**src/rtl/disk_mask_span_generator_top_macros.svh**
```systemverilog
// Assertion macros shared by the disk span generator RTL.
// Each macro expects signals named clock and reset in the enclosing module.
`ifndef DISK_MASK_SPAN_GENERATOR_TOP_MACROS_SVH
`define DISK_MASK_SPAN_GENERATOR_TOP_MACROS_SVH

// cond implies prop in the same cycle
`define DMSG_ASSERT_IMPLIES(label, cond, prop, msg) \
   label: assert property (@(posedge clock) disable iff (reset) (cond) |-> (prop)) \
      else $error(msg);

// cond implies prop in the next cycle
`define DMSG_ASSERT_NEXT(label, cond, prop, msg) \
   label: assert property (@(posedge clock) disable iff (reset) (cond) |=> (prop)) \
      else $error(msg);

// cond never holds
`define DMSG_ASSERT_NEVER(label, cond, msg) \
   label: assert property (@(posedge clock) disable iff (reset) !(cond)) \
      else $error(msg);

`endif

```
**src/rtl/dmsg_pkg.sv**
```systemverilog
// Package for the disk span generator: widths, register codes, shared types
// and the rounded integer root. No dependencies.
package dmsg_pkg;

   localparam int unsigned MAX_RADIUS    = 31;
   localparam int unsigned MAX_GRID_SIDE = 4096;

   localparam int unsigned COORD_W     = 16;
   localparam int unsigned RADIUS_W    = 5;
   localparam int unsigned SIDE_W      = 13;
   localparam int unsigned ROW_W       = 12;
   localparam int unsigned INDEX_W     = 24;
   localparam int unsigned COUNT_W     = 32;
   localparam int unsigned DELTA_W     = 6;
   localparam int unsigned KSQ_W       = 10;
   localparam int unsigned ROOT_W      = 6;
   localparam int unsigned CSR_INDEX_W = 2;
   localparam int unsigned CSR_DATA_W  = 13;
   localparam int unsigned QUEUE_DEPTH = 2;

   typedef enum logic [CSR_INDEX_W-1:0] {
      REG_DISK_RADIUS = 2'd0,
      REG_GRID_WIDTH  = 2'd1,
      REG_GRID_HEIGHT = 2'd2
   } dmsg_reg_type;

   typedef struct packed {
      logic [RADIUS_W-1:0] disk_radius;
      logic [SIDE_W-1:0]   grid_width;
      logic [SIDE_W-1:0]   grid_height;
   } dmsg_cfg_type;

   // one classified point: empty flag, clipped row range, first row offset and center column
   typedef struct packed {
      logic                      empty;
      logic [ROW_W-1:0]          first_row;
      logic [ROW_W-1:0]          last_row;
      logic signed [DELTA_W-1:0] d_first;
      logic signed [COORD_W-1:0] center_col;
   } dmsg_point_type;

   // sqrt(k) rounded to nearest, two bits of k per step
   function automatic logic [ROOT_W-1:0] round_root(input logic [KSQ_W-1:0] k);
      logic [11:0]       rem;
      logic [11:0]       trial;
      logic [ROOT_W-1:0] root;
      rem  = '0;
      root = '0;
      for (int i = KSQ_W/2 - 1; i >= 0; i--) begin
         rem   = {rem[9:0], k[2*i+1 -: 2]};
         trial = {4'd0, root, 2'b01};
         if (rem >= trial) begin
            rem  = rem - trial;
            root = {root[ROOT_W-2:0], 1'b1};
         end else begin
            root = {root[ROOT_W-2:0], 1'b0};
         end
      end
      if (rem > {6'd0, root}) begin
         root = root + 6'd1;
      end
      return root;
   endfunction

endpackage

```
**src/rtl/dmsg_queue.sv**
```systemverilog
// Short queue of classified points between front and back end.
// Depends on dmsg_pkg.
module dmsg_queue import dmsg_pkg::*; (
   input  logic           clock,
   input  logic           reset,
   input  logic           push_valid,
   output logic           push_ready,
   input  dmsg_point_type push_data,
   output logic           pop_valid,
   input  logic           pop_ready,
   output dmsg_point_type pop_data
);

   localparam int unsigned PTR_W = $clog2(QUEUE_DEPTH);
   localparam int unsigned CNT_W = $clog2(QUEUE_DEPTH + 1);

   dmsg_point_type   slot_ff [QUEUE_DEPTH];
   logic [PTR_W-1:0] wr_ptr_ff, wr_ptr_in;
   logic [PTR_W-1:0] rd_ptr_ff, rd_ptr_in;
   logic [CNT_W-1:0] count_ff, count_in;
   logic             push;
   logic             pop;

   assign push_ready = (count_ff != CNT_W'(QUEUE_DEPTH));
   assign pop_valid  = (count_ff != '0);
   assign pop_data   = slot_ff[rd_ptr_ff];
   assign push       = push_valid && push_ready;
   assign pop        = pop_valid && pop_ready;

   // advance pointers and fill level
   always_comb begin
      wr_ptr_in = push ? wr_ptr_ff + PTR_W'(1) : wr_ptr_ff;
      rd_ptr_in = pop ? rd_ptr_ff + PTR_W'(1) : rd_ptr_ff;
      count_in  = count_ff;
      if (push && !pop) begin
         count_in = count_ff + CNT_W'(1);
      end else if (pop && !push) begin
         count_in = count_ff - CNT_W'(1);
      end
   end

   always_ff @(posedge clock) begin
      if (reset) begin
         wr_ptr_ff <= '0;
         rd_ptr_ff <= '0;
         count_ff  <= '0;
      end else begin
         wr_ptr_ff <= wr_ptr_in;
         rd_ptr_ff <= rd_ptr_in;
         count_ff  <= count_in;
      end
   end

   // store incoming point
   always_ff @(posedge clock) begin
      if (push) begin
         slot_ff[wr_ptr_ff] <= push_data;
      end
   end

endmodule

```
**config.mk**
```make
export PLATFORM = sky130hd
export DESIGN_NAME = dmsg_queue
export DESIGN_NICKNAME = d
export VERILOG_FILES = /design/src/rtl/disk_mask_span_generator_top_macros.svh /design/src/rtl/dmsg_pkg.sv /design/src/rtl/dmsg_queue.sv
export SDC_FILE = /design/constraint.sdc
export NUM_CORES = 1
export LEC_CHECK = 0
export BUFFER_PORTS_ARGS = -buffer_cell sky130_fd_sc_hd__buf_4
export CORE_ASPECT_RATIO = 1.4
export CORE_MARGIN = 10
export CORE_UTILIZATION = 51
export CTS_CLUSTER_SIZE = 24
export DETAILED_ROUTE_END_ITERATION = 10
export MAX_ROUTING_LAYER = met4
export PLACE_DENSITY = 0.79
export SYNTH_ARGS = -nofsm -noshare
export SYNTH_HDL_FRONTEND = slang
export SYNTH_SLANG_ARGS = --single-unit
```
**constraint.sdc**
```tcl
create_clock -name clock -period 2.9 [get_ports clock]
set_input_delay 0.435 -clock clock [delete_from_list [all_inputs] [get_ports clock]]
set_output_delay 0.435 -clock clock [all_outputs]
set_load 0.01 [all_outputs]
```
==> results of run 1 <==
-- metrics by stage --
stage               setup slack, ps  std cells  area, sq um   util
floorplan                       681        170         3620      -
global placement                985        362         4500  0.649
detailed placement              978        362         4500  0.649
CTS                             582        378         4700  0.677
global route                    525        378         4700  0.677
finish                          632        378         4700  0.677
-- layer usage --
metal / vias up / track usage
met4: 0 / 0.0707
li1: 880 / -
met3: 9 / 0.0381
met1: 934 / 0.125
met5: - / -
met2: 49 / 0.232
-- worst paths after layout --
kind | endpoint | slack, ps
max | pop_data[7] | 630
min | slot_ff[0][19] | 270
max reg2reg | slot_ff[1][35] | 1090
min reg2reg | rd_ptr_ff | 520
-- logic make-up after synthesis --
family,Yosys count,share of synthesized area
simple gates,9,0.0138
fa+ha+maj,1,0.00346
mux,47,0.146
buf+inv,6,0.0131
xor+xnor,3,0.00726
compound gates,5,0.00830
flops,99,0.808
-- cells in the final DEF (no fill, tap or decap) --
| master | instances |
|---|---|
| a21oi_1 | 2 |
| o21ai_0 | 2 |
| a21bo_2 | 1 |
| mux2_2 | 47 |
| and2_1 | 1 |
| clkbuf_8 | 11 |
| and3_2 | 1 |
| nor2_1 | 3 |
| nand2b_1 | 1 |
| bufinv_16 | 1 |
| inv_2 | 1 |
| or3_1 | 1 |
| ha_1 | 1 |
| edfxtp_1 | 94 |
| xor2_1 | 3 |
| buf_12 | 3 |
| dfxtp_2 | 1 |
| buf_4 | 99 |
| nand3b_1 | 1 |
| clkinv_2 | 1 |
| or2_2 | 1 |
| clkbuf_1 | 3 |
| dfxtp_1 | 4 |
-- registers in the layout, summed over array words and instances, names as in the netlist, named ones only --
signal     count
rd_ptr_ff      1
slot_ff       94
wr_ptr_ff      1
count_ff       2
-- layout make-up --
| class | instances | area, sq um | area share |
|---|---|---|---|
| Clock buffer | 14 | 163 | 0.0346 |
| Multi-Input combinational cell | 65 | 649 | 0.138 |
| Tap cell | 95 | 119 | 0.0253 |
| Timing Repair Buffer | 102 | 803 | 0.171 |
| Inverter | 1 | 3.75 | 0.000799 |
| Clock inverter | 2 | 35.0 | 0.00746 |
| Sequential cell | 99 | 2920 | 0.623 |
-- worst max-delay path: stages, from the launching register on --
cell and delay [ps]:
dfxtp_2 710, buf_12 260, mux2_2 370, buf_4 150
-- power groups by stage --
stage                     Sequential (mW)  Combinational (mW)  Clock (mW)
after floorplan                      1.86               0.630           0
after global placement               1.91                1.09           0
after detailed placement             1.92                1.10           0
after CTS                            1.89                1.10       0.883
after global routing                 1.90                1.16       0.934
final                                1.88                1.08       0.856
==> reports/metrics.csv, run 1 <==
metric,value,unit
"Slew Viols, Final",0,
Max-Cap Viols,0,
port buffer count,99,
critical path startpoint category,register,
Clock Tree Root,clkbuf_8,
Slew Limit Headroom,0.596,
DRC viols,0,
ranking of synthesized cells by area,"edfxtp_1, mux2_2, dfxtp_1",
number of synthesized flops with an enable pin,94,
"Primary FF master, synth",edfxtp_1,
Yosys reg bits,99,
number of global-route vias before repair,2069,
Setup CP Type,register to output port,
data arrival time of the worst path,1830,ps
Vias per Instance,4.95,
final period demand of the worst path,2270,ps
Layout area overhead,29.8,%
VDD IR max,0.475,mV
Clock Power Share,0.224,
Boundary Pins,100,
status,finished clean,
Nets,330,
Net Sw Frac,0.259,
Synth Instances,170,
GRT Util Overall,0.131,
initial DRC count,75,
Final Hold Fails,0,
Reg2Reg Depth,3,
Final ANT Viol Nets,0,
"Reg clk slew, reported paths",90,ps
CP required,2470,ps
post-synthesis cell area,3620,sq um
top-area cell type share of the netlist area,0.780,
synthesized area per cell,21.3,sq um
# setup viols final,0,
share of power burned in registers,0.493,
top post-synthesis cells by count,"edfxtp_1, mux2_2, dfxtp_1",
M1 WL,2.67,mm
fillers,517,
total grt overflow,0,
first-pass GRT wire length,10.5,mm
Hold/Removal Path Class,input pin to register,
syn nets,222,
layout cells sized above 1,0.590,
die width,91.2,um
FMAX,441,MHz
Total Negative Setup Slacks,0,ps
Pint,2.83,mW
worst hold path depth,1,
worst hold path startpoint,push_data[19],
hold_ws,267,ps
measured slew at the worst slew-check pin,606,ps
Post-synth ARST share,0,
Highest Signal Layer,met4,
Power Dens Cells,812,nW/um^2
"Setup Fix Bufs, Post-CTS",0,
R2R Path Start,count_ff[0],
period utilization,0.782,
Skew-Pair Late Insertion Delay,350,ps
worst-case clock buffer depth,2,
DRT Wirelength,7.02,mm
met3 wire len,282,um
CTS resizes,0,
Critical Path Sink Type,output port,
most common cell in the synthesized netlist,edfxtp_1,
number of antenna violations at the first check in global routing,0,
largest net degree at the start of global routing,26,
P_sw,0.988,mW
ANT cells,0,
GPL Wtd Cong,0.696,
htree depth,3,
Cell variety after synth,18,
"Seq/Total Area, Yosys",0.808,
routed len/inst,18.6,um
CTS Buf Count,9,
CTS tree,yes,
CTS hold repair buffers,0,
met2 wire len,3.91,mm
Sinks on Clock Net,99,
"Max FO, Critical Path",25,
Vias,1872,
Die Y,120,um
Pleak,1.75,nW
Tot Pwr,3.82,mW
Core Box Area,6940,sq um
row count,36,
unrepaired setup endpoints after global routing,no,
clock skew,8.13,ps
die area,10900,sq um
Synth area leader,edfxtp_1,
Pre-antenna DRT Iters,4,
synth warn,0,
hpwl dp,4.95,mm
combinational power share,0.282,
initial core utilization,0.522,
Note: power is estimated with default switching activity, not from simulation.
==> run 2: changes to the inputs <==
--- a/config.mk
+++ b/config.mk
@@ -5,14 +5,15 @@
 export SDC_FILE = /design/constraint.sdc
 export NUM_CORES = 1
 export LEC_CHECK = 0
+export ABC_AREA = 1
 export BUFFER_PORTS_ARGS = -buffer_cell sky130_fd_sc_hd__buf_4
 export CORE_ASPECT_RATIO = 1.4
 export CORE_MARGIN = 10
-export CORE_UTILIZATION = 51
+export CORE_UTILIZATION = 52
 export CTS_CLUSTER_SIZE = 24
 export DETAILED_ROUTE_END_ITERATION = 10
 export MAX_ROUTING_LAYER = met4
-export PLACE_DENSITY = 0.79
+export PLACE_DENSITY = 0.8
 export SYNTH_ARGS = -nofsm -noshare
 export SYNTH_HDL_FRONTEND = slang
 export SYNTH_SLANG_ARGS = --single-unit
==> constraint.sdc (replaced) <==
create_clock -name clock -period 2.15 [get_ports clock]
set_input_delay 0.3225 -clock clock [delete_from_list [all_inputs] [get_ports clock]]
set_output_delay 0.3225 -clock clock [all_outputs]
set_load 0.01 [all_outputs]
==> run 2 against run 1 <==
Against the previous run:
- global-route usage rose by 0.23 points
- sequential power up 34%
- clock skew hardly changed
- cell area grew 2.4%
- routed wire length decreased by 0.24%
- worst setup slack got worse by 320 ps
- die area increased by 1.4%
- non-clock buffer count is 3 higher
- sequential cell count unchanged
- clock power rose by 19%
- via count rose by 3.7%
- largest power group unchanged
==> reports/metrics.csv, run 2 <==
metric,value,unit,change
status,finished clean,,
DRC viols,0,,unchanged
number of synthesized flops with an enable pin,94,,unchanged
Synth Instances,183,,+7.6%
Pre-antenna DRT Iters,5,,+1
CTS hold repair buffers,0,,unchanged
"most common cell after layout, fill and taps aside",buf_4,,
Setup CP Type,register to output port,,
Pleak,1.88,nW,+7.2%
Die Y,121,um,+0.72%
GRT Util Overall,0.133,,+0.00226
Critical Path Sink Type,output port,,
Layout area overhead,28.1,%,
CTS resizes,0,,unchanged
Post-synth ARST share,0,,unchanged
Vias per Instance,4.93,,-0.47%
port buffer count,99,,unchanged
# setup viols final,0,,unchanged
number of global-route vias before repair,2087,,+0.87%
ANT cells,0,,unchanged
Cell variety after synth,14,,-4
row count,36,,unchanged
most frequent cells in the layout,"buf_4, edfxtp_1, mux2_4",,
syn nets,235,,+5.9%
Clock Tree Root,clkbuf_8,,
largest net degree at the start of global routing,34,,+31%
max reg flops,94,,unchanged
Vias,1942,,+3.7%
synth warn,0,,unchanged
VDD IR max,0.795,mV,+67%
"Primary FF master, synth",edfxtp_1,,
"Slew Viols, Final",0,,unchanged
fillers,460,,-11%
CTS Buf Count,9,,unchanged
"Max FO, Critical Path",33,,+32%
dpl ws,597,ps,-382 ps
first-pass GRT wire length,10.9,mm,+3.3%
number of antenna violations at the first check in global routing,0,,unchanged
Nets,346,,+4.8%
unrepaired setup endpoints after global routing,no,,
period utilization,0.854,,
worst hold path startpoint,push_data[34],,
Sinks on Clock Net,99,,unchanged
"Seq/Total Area, Yosys",0.779,,-0.0291
CP required,1830,ps,-640 ps
initial core utilization,0.538,,+0.0160
CTS tree,yes,,
worst-case clock buffer depth,2,,unchanged
Top Registers,"slot_ff (94), count_ff (2)",,
FMAX,544,MHz,
Power Dens Cells,1060,nW/um^2,+30%
Hold/Removal Path Class,input pin to register,,
Tot Pwr,5.08,mW,+33%
Core Box Area,6980,sq um,+0.65%
die width,91.8,um,+0.67%
Synth area leader,edfxtp_1,,
DRT Wirelength,7.00,mm,-0.24%
die area,11100,sq um,+1.4%
ranking of synthesized cells by area,"edfxtp_1, mux2_4, mux2_2",,
Largest Register,slot_ff,,
Boundary Pins,100,,unchanged
total grt overflow,0,,unchanged
hpwl dp,5.12,mm,+3.3%
top post-synthesis cells by count,"edfxtp_1, mux2_4, mux2_2",,
Final Hold Fails,0,,unchanged
most common cell in the synthesized netlist,edfxtp_1,,
post-synthesis cell area,3750,sq um,+3.7%
setup ws final,313,ps,-319 ps
"Setup Fix Bufs, Post-CTS",0,,unchanged
top-area cell type share of the netlist area,0.752,,-0.0281
Max-Cap Viols,0,,unchanged
R2R Path Start,count_ff[0],,
Final ANT Viol Nets,0,,unchanged
"Reg clk slew, reported paths",90,ps,about the same
GPL Wtd Cong,0.713,,+2.4%
htree depth,3,,unchanged
initial DRC count,173,,+130%
Slew Limit Headroom,0.762,,+0.166
synthesized area per cell,20.5,sq um,-3.6%
final period demand of the worst path,1840,ps,
clock skew,8.54,ps,+0.410 ps
Yosys reg bits,99,,unchanged
Skew-Pair Late Insertion Delay,350,ps,about the same
measured slew at the worst slew-check pin,356,ps,-249 ps
critical path startpoint category,register,,
layout cells sized above 1,0.569,,-0.0215
data arrival time of the worst path,1510,ps,-320 ps
routed len/inst,17.8,um,-4.3%
==> run 2: cell types whose count changed after synthesis, sizes merged <==
cell    change
or3         -1
and2        -1
nand3       +2
and3        -1
nor2        +4
nand2       +9
nand2b      -1
or2         -1
nand3b      -1
a21bo       -1
xor2        -3
nand4       +1
inv         +7
==> run 2: kinds of logic after synthesis <==
| kind of cell | Yosys count | synth area share |
|---|---|---|
| AOI/OAI and AO/OA | 4 | 0.00533 |
| adders and majority gates | 1 | 0.00333 |
| buffers and inverters | 13 | 0.0213 |
| DFF | 99 | 0.779 |
| muxes | 47 | 0.171 |
| and+or+nand+nor | 19 | 0.0203 |
==> run 2: final cells by class <==
type | instances | area (sq um) | share of cell area
Clock buffer | 10 | 128 | 0.0265
Clock inverter | 6 | 41.3 | 0.00859
Inverter | 8 | 30.0 | 0.00625
Multi-Input combinational cell | 71 | 766 | 0.159
Sequential cell | 99 | 2920 | 0.608
Tap cell | 95 | 119 | 0.0247
Timing Repair Buffer | 105 | 801 | 0.167
==> run 2: power breakdown <==
part | switching [mW] | leakage, nW | internal, mW
clock network | 0.595 | 0.0787 | 0.420
logic | 0.738 | 0.880 | 0.820
registers | 0.0757 | 0.918 | 2.44
total | 1.41 | 1.88 | 3.68
==> run 2: stage by stage <==
stage	TNS [ps]	hold WS [ps]	instances	utilization	instance area [sq um]
detailed placement	0	495	378	0.665	4640
floorplan	-11330	421	183	-	3760
global route	0	122	394	0.689	4810
finish	0	151	394	0.689	4810
CTS	0	128	394	0.689	4810
global placement	0	477	378	0.665	4640
==> run 2: worst paths after layout <==
path / cells past startpoint / endpoint / slack [ps]
setup / recovery: 3 / pop_data[43] / 310
hold / removal: 1 / slot_ff[0][34] / 150
setup reg to reg: 10 / count_ff[1] / 550
hold reg to reg: 2 / rd_ptr_ff / 520
==> run 2: worst max-delay path: stages (launching register included) <==
cell     delay, ps
dfxtp_2        360
buf_12         240
mux2_2         390
buf_4          150
==> run 2: per-layer routing <==
metal	vias to the layer above	global-route usage	routed length (um)
met5	-	-	0
met4	0	0.0716	146
met3	10	0.0378	348
met2	64	0.232	3950
met1	951	0.131	2560
li1	917	-	-
